[src/design/sgks_pkg.sv]
// shared types, constants and state codes for the sorted group-by-key sum core
package sgks_pkg;

  localparam int KEY_W   = 32;
  localparam int AMT_W   = 40;
  localparam int SUM_W   = 48;
  localparam int CNT_W   = 32;
  localparam int FEE_W   = 20;
  localparam int FTOT_W  = 52;

  localparam logic signed [SUM_W-1:0] SUM_MAX = {1'b0, {(SUM_W-1){1'b1}}};
  localparam logic signed [SUM_W-1:0] SUM_MIN = {1'b1, {(SUM_W-1){1'b0}}};

  typedef struct packed {
    logic [KEY_W-1:0]        bank_id;
    logic signed [AMT_W-1:0] amount_cents;
    logic                    last_item;
  } sgks_in_t;

  typedef struct packed {
    logic [KEY_W-1:0]        group_key;
    logic signed [SUM_W-1:0] total_cents;
    logic [CNT_W-1:0]        group_count;
    logic [FTOT_W-1:0]       fee_total;
    logic                    table_overflow;
    logic                    last_result;
  } sgks_out_t;

  typedef enum logic [3:0] {
    ST_IDLE,
    ST_SEARCH,
    ST_UPDATE,
    ST_SCAN,
    ST_SCAN_WAIT,
    ST_FETCH,
    ST_FETCH_WAIT,
    ST_MUL,
    ST_EMIT
  } sgks_state_t;

  // controller to datapath
  typedef struct packed {
    logic load_item;   // capture accepted transfer
    logic search_clr;  // reset search index
    logic search_step; // compare one entry, advance
    logic do_update;   // write hit entry or insert
    logic scan_start;  // begin a min-above-threshold scan
    logic scan_step;   // compare one entry
    logic fetch;       // read chosen entry
    logic mul;         // register fee product
    logic emit_done;   // result transferred
  } sgks_cmd_t;

  // datapath to controller
  typedef struct packed {
    logic search_end;  // hit found or all entries checked
    logic scan_end;    // all entries compared
    logic scan_found;  // an entry above threshold exists
    logic is_last;     // captured item closes the set
  } sgks_sts_t;

endpackage

[src/design/sgks_ctrl.sv]
// controller state machine for load, search, update and ordered emit
module sgks_ctrl
  import sgks_pkg::*;
(
  input  logic        clk,
  input  logic        rst_n,
  input  logic        in_valid,
  output logic        in_stall,
  output logic        out_valid,
  input  logic        out_stall,
  input  sgks_sts_t   sts,
  output sgks_cmd_t   cmd,
  output sgks_state_t state
);

  sgks_state_t state_r, state_nxt;
  logic        last_r, last_nxt;

  assign state = state_r;

  always_comb begin
    state_nxt = state_r;
    last_nxt  = last_r;
    unique case (state_r)
      ST_IDLE:       if (in_valid) state_nxt = ST_SEARCH;
      ST_SEARCH:     if (sts.search_end) state_nxt = ST_UPDATE;
      ST_UPDATE:     state_nxt = sts.is_last ? ST_SCAN : ST_IDLE;
      ST_SCAN:       if (sts.scan_end) state_nxt = ST_SCAN_WAIT;
      ST_SCAN_WAIT:  state_nxt = sts.scan_found ? ST_FETCH : ST_IDLE;
      ST_FETCH:      state_nxt = ST_FETCH_WAIT;
      ST_FETCH_WAIT: state_nxt = ST_MUL;
      ST_MUL:        state_nxt = ST_EMIT;
      ST_EMIT:       if (!out_stall) state_nxt = last_r ? ST_IDLE : ST_SCAN;
      default:       state_nxt = ST_IDLE;
    endcase
    if (state_r == ST_SCAN_WAIT) last_nxt = 1'b0;
  end

  always_comb begin
    cmd       = '0;
    in_stall  = 1'b1;
    out_valid = 1'b0;
    unique case (state_r)
      ST_IDLE: begin
        in_stall       = 1'b0;
        cmd.load_item  = in_valid;
        cmd.search_clr = in_valid;
      end
      ST_SEARCH:     cmd.search_step = !sts.search_end;
      ST_UPDATE: begin
        cmd.do_update  = 1'b1;
        cmd.scan_start = sts.is_last;
      end
      ST_SCAN:       cmd.scan_step = !sts.scan_end;
      ST_FETCH:      cmd.fetch = 1'b1;
      ST_MUL:        cmd.mul = 1'b1;
      ST_EMIT: begin
        out_valid      = 1'b1;
        cmd.emit_done  = !out_stall;
        cmd.scan_start = !out_stall;
      end
      default: ;
    endcase
  end

  always_ff @(posedge clk) begin
    if (!rst_n) begin
      state_r <= ST_IDLE;
      last_r  <= 1'b0;
    end else begin
      state_r <= state_nxt;
      last_r  <= last_nxt;
    end
  end

endmodule

[config.mk]
export PLATFORM = sky130hd
export DESIGN_NAME = sgks_ctrl
export DESIGN_NICKNAME = d
export VERILOG_FILES = /design/src/design/sgks_pkg.sv /design/src/design/sgks_ctrl.sv
export SDC_FILE = /design/constraint.sdc
export NUM_CORES = 1
export LEC_CHECK = 0
export BUFFER_PORTS_ARGS = -buffer_cell sky130_fd_sc_hd__buf_2
export CORE_AREA = 3 3 40 42
export CTS_CLUSTER_SIZE = 12
export DETAILED_ROUTE_END_ITERATION = 8
export DIE_AREA = 0 0 43 45
export SYNTH_ARGS = -nofsm -noshare
export SYNTH_HDL_FRONTEND = slang
export SYNTH_SLANG_ARGS = --single-unit
[constraint.sdc]
create_clock -name clk -period 1.2 [get_ports clk]
set_input_delay 0 -clock clk [delete_from_list [all_inputs] [get_ports clk]]
set_output_delay 0 -clock clk [all_outputs]
set_load 0.01 [all_outputs]
[After elaboration in Yosys (flattened, before gate mapping)]
Cells that the tools add are included.
Word-level totals
  register bits: 4
  output and inout bits: 15
  word-level logic and storage cells: 35
  input port bits: 8
Cells by class
  equal/unequal tests: 12
  reductions and logical operators: 5
  multiplexer cells: 17
Operator list (number)
  4-bit case mux with 9 select lines: 1
  4-bit by 3-bit equality test with 1-bit output (second input constant): 4
  4-bit two-way mux: 4
  4-bit by 2-bit equality test with 1-bit output (second input constant): 2
  1-bit two-way mux: 8
  2-bit inequality test (second input constant): 4
  4-bit by 1-bit equality test with 1-bit output (second input constant): 1
  4-bit equality test (second input constant): 1
  4-bit zero test: 1
  2-bit two-way mux: 2
  4-bit AND reduction: 1
  1-bit zero test: 3
  3-bit two-way mux: 1
  1-bit case mux with 2 select lines: 1

[Logic depth before layout (Yosys ltp)]
  depth in word-level cells: 3
  mapped depth: 7
  gate-level depth less buffers: 6

[Worst setup path before layout]
OpenSTA, ideal clock, no wires.
  path kind: register to register
  start: register state_r[1] (netlist: state[1])
  end: register state_r[1] (netlist: state[1])
  period minus slack after synthesis: 1.295 ns
  cell stages (with the launch flop): 5
  buffers on the path: 1
  data required time: 1.049 ns
  slack: -0.095 ns
  arrival: 1.144 ns
  cell sequence: dfxtp_1 -> buf_6 -> nand2b_1 -> nor4_1 -> a311oi_1
On the way
  word-level cells in the longest chain between the ends: 3
  elaborated cells between the ends (all ways): 15
Ends and longest elaborated chain
  start: declaration: line sgks_ctrl.sv:16  | sgks_state_t state_r, state_nxt;
  start signal: assignment: line sgks_ctrl.sv:71  | state_r <= state_nxt;
  4-bit by 1-bit equality test with 1-bit output, or another cell as far along: line sgks_ctrl.sv:24  | unique case (state_r)
  2-bit inequality test (no line)
  4-bit AND reduction (no line)
Parallel ways exist; a longest one is shown, timed or not.
A chain may end at the register's enable or synchronous reset.

==> results.env <==
TIMING.CRITICAL_PATH.SLOWEST_STAGE_CELL='sky130_fd_sc_hd__dfxtp_4'
SYNTH.TOP_CELLS.BY_AREA='sky130_fd_sc_hd__dfxtp_1 (23%), sky130_fd_sc_hd__nor2_1 (8.6%), sky130_fd_sc_hd__a21oi_1 (4.3%)'
NETLIST_TOP_CELLS_COUNT='sky130_fd_sc_hd__nor2_1 (8), sky130_fd_sc_hd__dfxtp_1 (4), sky130_fd_sc_hd__a21oi_1 (3), sky130_fd_sc_hd__o21ai_0 (3)'
FINCLKSKEW_PS=1.03
SYNTH.MOST_COMMON_CELL='sky130_fd_sc_hd__nor2_1'
DIEHEIGHT_UM=45
START_KIND='register'
FINALWIRELENGTH_MM=1.44
SYNTHESIS.AREA_UM2=348
LEAST_MARGIN_PIN_SLEW_PS=222
CAP_VIOLATIONS=0
OVERALL_DIE_AREA_UM2=1940
SYNTH-SEQ-CELLS=4
UNREPAIRED_SETUP_ENDPOINTS_AFTER_GLOBAL_ROUTING='true'
NUMBER_OF_GLOBAL_ROUTE_VIAS_BEFORE_REPAIR=455
ROUTABILITYCONGESTION=0.758
ANTENNA_FOUND_INITIAL=0
SYNTH.YOSYS.WARNINGS=0
TOP_LAYER='met4'
N_ANTENNA_CELL=0
POST_SYNTH_INST_COUNT=46
GRT_PASS1_WL_MM=1.97
CP.BUFFERS_INVERTERS=1
CTS_MAX_LEVEL=1
BUFFERS_ON_PORTS=22
MAX-VDD-IR-DROP_uV=501
FLIP_FLOP_COUNT_OF_THE_LARGEST_REGISTER_ALL_COPIES_AND_WORDS_ADDED=4
FINALSETUPVIOLCOUNT=6
CRITPATHREQUIREDTIME_PS=1200
TRITONCTS='done'
WORSTPATHARRIVAL_PS=1300
DESIGN.FINAL.NETS=96
STATUS='finished with violations'
SYNTH.AVG_CELL_AREA_UM2=7.56
NUMBER_OF_ENABLE_FLIP_FLOP_CELLS_AFTER_SYNTHESIS=0
FLOORPLAN.INITIALDENSITY=0.271
CLKSLEWWORSTSETUPHOLDPATHS_PS=40
HOLD_VIOL=0
DRCVIOLATIONCOUNT=0
CTS_SINKS=4
VIASPERCELL=5.07
FIN_CRIT_SHARE=1.08
ROWS=13
ASYNC_FLOP_SHARE=0
TIMING.SLEW.HEADROOM=0.850
DRT-PASS1-ITER-COUNT=4
MAX_STAGE_DELAY_PS=390
LAYOUT-DRIVE-GT1-SHARE=0.802
FILLER_CELL_COUNT=130
DP_CELLS=87
CATEGORY_OF_THE_CRITICAL_SETUP_TIMING_PATH='register to output port'
CRIT_PATH_END_KIND='output port'
CLK-INSERTION-DELAY-LATE_PS=240
CP_CELL_SEQUENCE='and2b_2 > and2_4 > a21o_1 > buf_2'
SYNTH_SEQUENTIAL_AREA_RATIO=0.230
ROUTE.LAYER.MET1.WL_UM=574
CTS-BUFFERS-INSERTED=3
FIN_WS_PS=-97.2
FLOORPLAN.CORE_AREA_UM2=1280
STATIC-LEAKAGE-POWER_uW=0.000393
TIMING.FINAL.MAX_SLEW_VIOLATIONS=0
DETAIL_ROUTE.WL_PER_CELL_UM=14.3
MET3_LENGTH_UM=125
MET2WIRELENGTH_UM=722
HOLD_PATH.CLASS='primary input to register'
MAX_CLOCK_FREQ_GHz=0.771
SYN-NUM-NETS=54
FINAL_CRITICAL_PATH_TIME_INCLUDING_I_O_DELAYS_AND_SETUP_PS=1300
MAX-CLOCK-PATH-BUFFERS=2
SYNTH_TOP_AREA_FRAC=0.230
GRT_OVERFLOW_TOTAL=0
SYNTH_CELL_TYPES=27
FAILED_CHECKS='setup timing'
INITIALDRTVIOLATIONCOUNT=8
CTS.ROOT.BUFFER_CELL='sky130_fd_sc_hd__clkbuf_4'
CELL_TYPE_GROUP_WITH_THE_LARGEST_TOTAL_DELAY_ON_THE_CRITICAL_PATH='flip-flops'
PIN_COUNT_OF_THE_BIGGEST_NET_ENTERING_GLOBAL_ROUTING=10
GR-USAGE-ALL-LAYERS=0.139
POWERDENSITY_nW_PER_UM2=1030
CRITPATHMAXFANOUT=6
AREA_GROWTH_SYN_TO_LAYOUT_PCT=120
POST-ROUTE-UTIL=0.596
POSTSYNTH.TOPFLOPCELL='sky130_fd_sc_hd__dfxtp_1'
VIAS=512
DIEWIDTH_UM=43
FINAL_CELL_COUNT_NO_FILL=101
SYNTH_LARGEST_AREA_CELL='sky130_fd_sc_hd__dfxtp_1'
PRECTSSETUPSLACK_PS=-39.9
ANTENNA_LEFT=0
DESIGN.PORTCOUNT=23
==> power breakdown <==
group | total (uW) | switching [uW] | internal, uW
logic | 428 | 193 | 236
clock network | 170 | 57.9 | 112
registers | 188 | 39.0 | 149
total | 786 | 290 | 497
==> path summary, 6_finish.rpt <==
check | from | end | slack [ps] | depth (start not counted)
min reg2reg | state[2] | state[0] | 610 | 3
max | state[0] | cmd[4] | -100 | 4
min | rst_n | state[3] | 30 | 2
max reg2reg | state[0] | state[1] | -40 | 5
==> per-layer routing <==
metal,GRT usage,up-vias
li1,-,245
met1,0.146,237
met2,0.240,28
met3,0.0558,2
met4,0.0723,0
met5,0,-
==> layout make-up <==
| cell class | count | area [um^2] | area share |
|---|---|---|---|
| inverters | 1 | 3.75 | 0.00490 |
| repair buffers | 40 | 269 | 0.351 |
| flip-flops and latches | 4 | 95.1 | 0.124 |
| multi-input cells | 38 | 357 | 0.466 |
| clock buffers | 3 | 22.5 | 0.0294 |
| well taps | 15 | 18.8 | 0.0245 |
==> placed cells by master, fill, tap and decap left out, types with 2 or more instances in the layout <==
cell type                  synthesis  final
sky130_fd_sc_hd__nor2_1            8      3
sky130_fd_sc_hd__a21oi_1           3      3
sky130_fd_sc_hd__buf_2             0     20
sky130_fd_sc_hd__nor2_2            1      2
sky130_fd_sc_hd__clkbuf_4          0      3
sky130_fd_sc_hd__nand2b_4          0      2
sky130_fd_sc_hd__nor2_4            0      4
sky130_fd_sc_hd__buf_6             1      5
sky130_fd_sc_hd__dfxtp_4           0      4
sky130_fd_sc_hd__o21ai_0           3      2
sky130_fd_sc_hd__buf_4             1     15
sky130_fd_sc_hd__nand2_2           1      2
sky130_fd_sc_hd__a21o_1            2      2
==> worst register-to-register path, delay by kind of cell (launching register included) <==
family / cells / cell delay [ps]
compound gates: 2 / 360
flops: 1 / 390
buf+inv: 1 / 130
simple gates: 2 / 260
==> cells by family after synthesis <==
family | Yosys count | share of synthesized area
simple gates | 26 | 0.428
compound gates | 11 | 0.212
flops | 4 | 0.230
buf+inv | 4 | 0.104
xor+xnor | 1 | 0.0252
==> metrics by stage <==
| step | total power (uW) | hold slack, ps | TNS, ps | cell area [um^2] |
|---|---|---|---|---|
| 6_report | 786 | 25.5 | -301 | 766 |
| 5_1_grt | 840 | 42.6 | -874 | 766 |
| 4_1_cts | 658 | 23.9 | -131 | 594 |
| 3_5_place_dp | 430 | 258 | -86.7 | 503 |
| 3_3_place_gp | 429 | 258 | -78.0 | 503 |
| 2_1_floorplan | 333 | 39.2 | -59.9 | 354 |
==> what timing repair did <==
action	4_1_cts	5_1_grt
resized for setup	14	27
pin swaps	3	8
buffers inserted	3	8
endpoints found under the setup margin	11	11
hold buffers	0	0
Power figures use the tool's default switching activity.
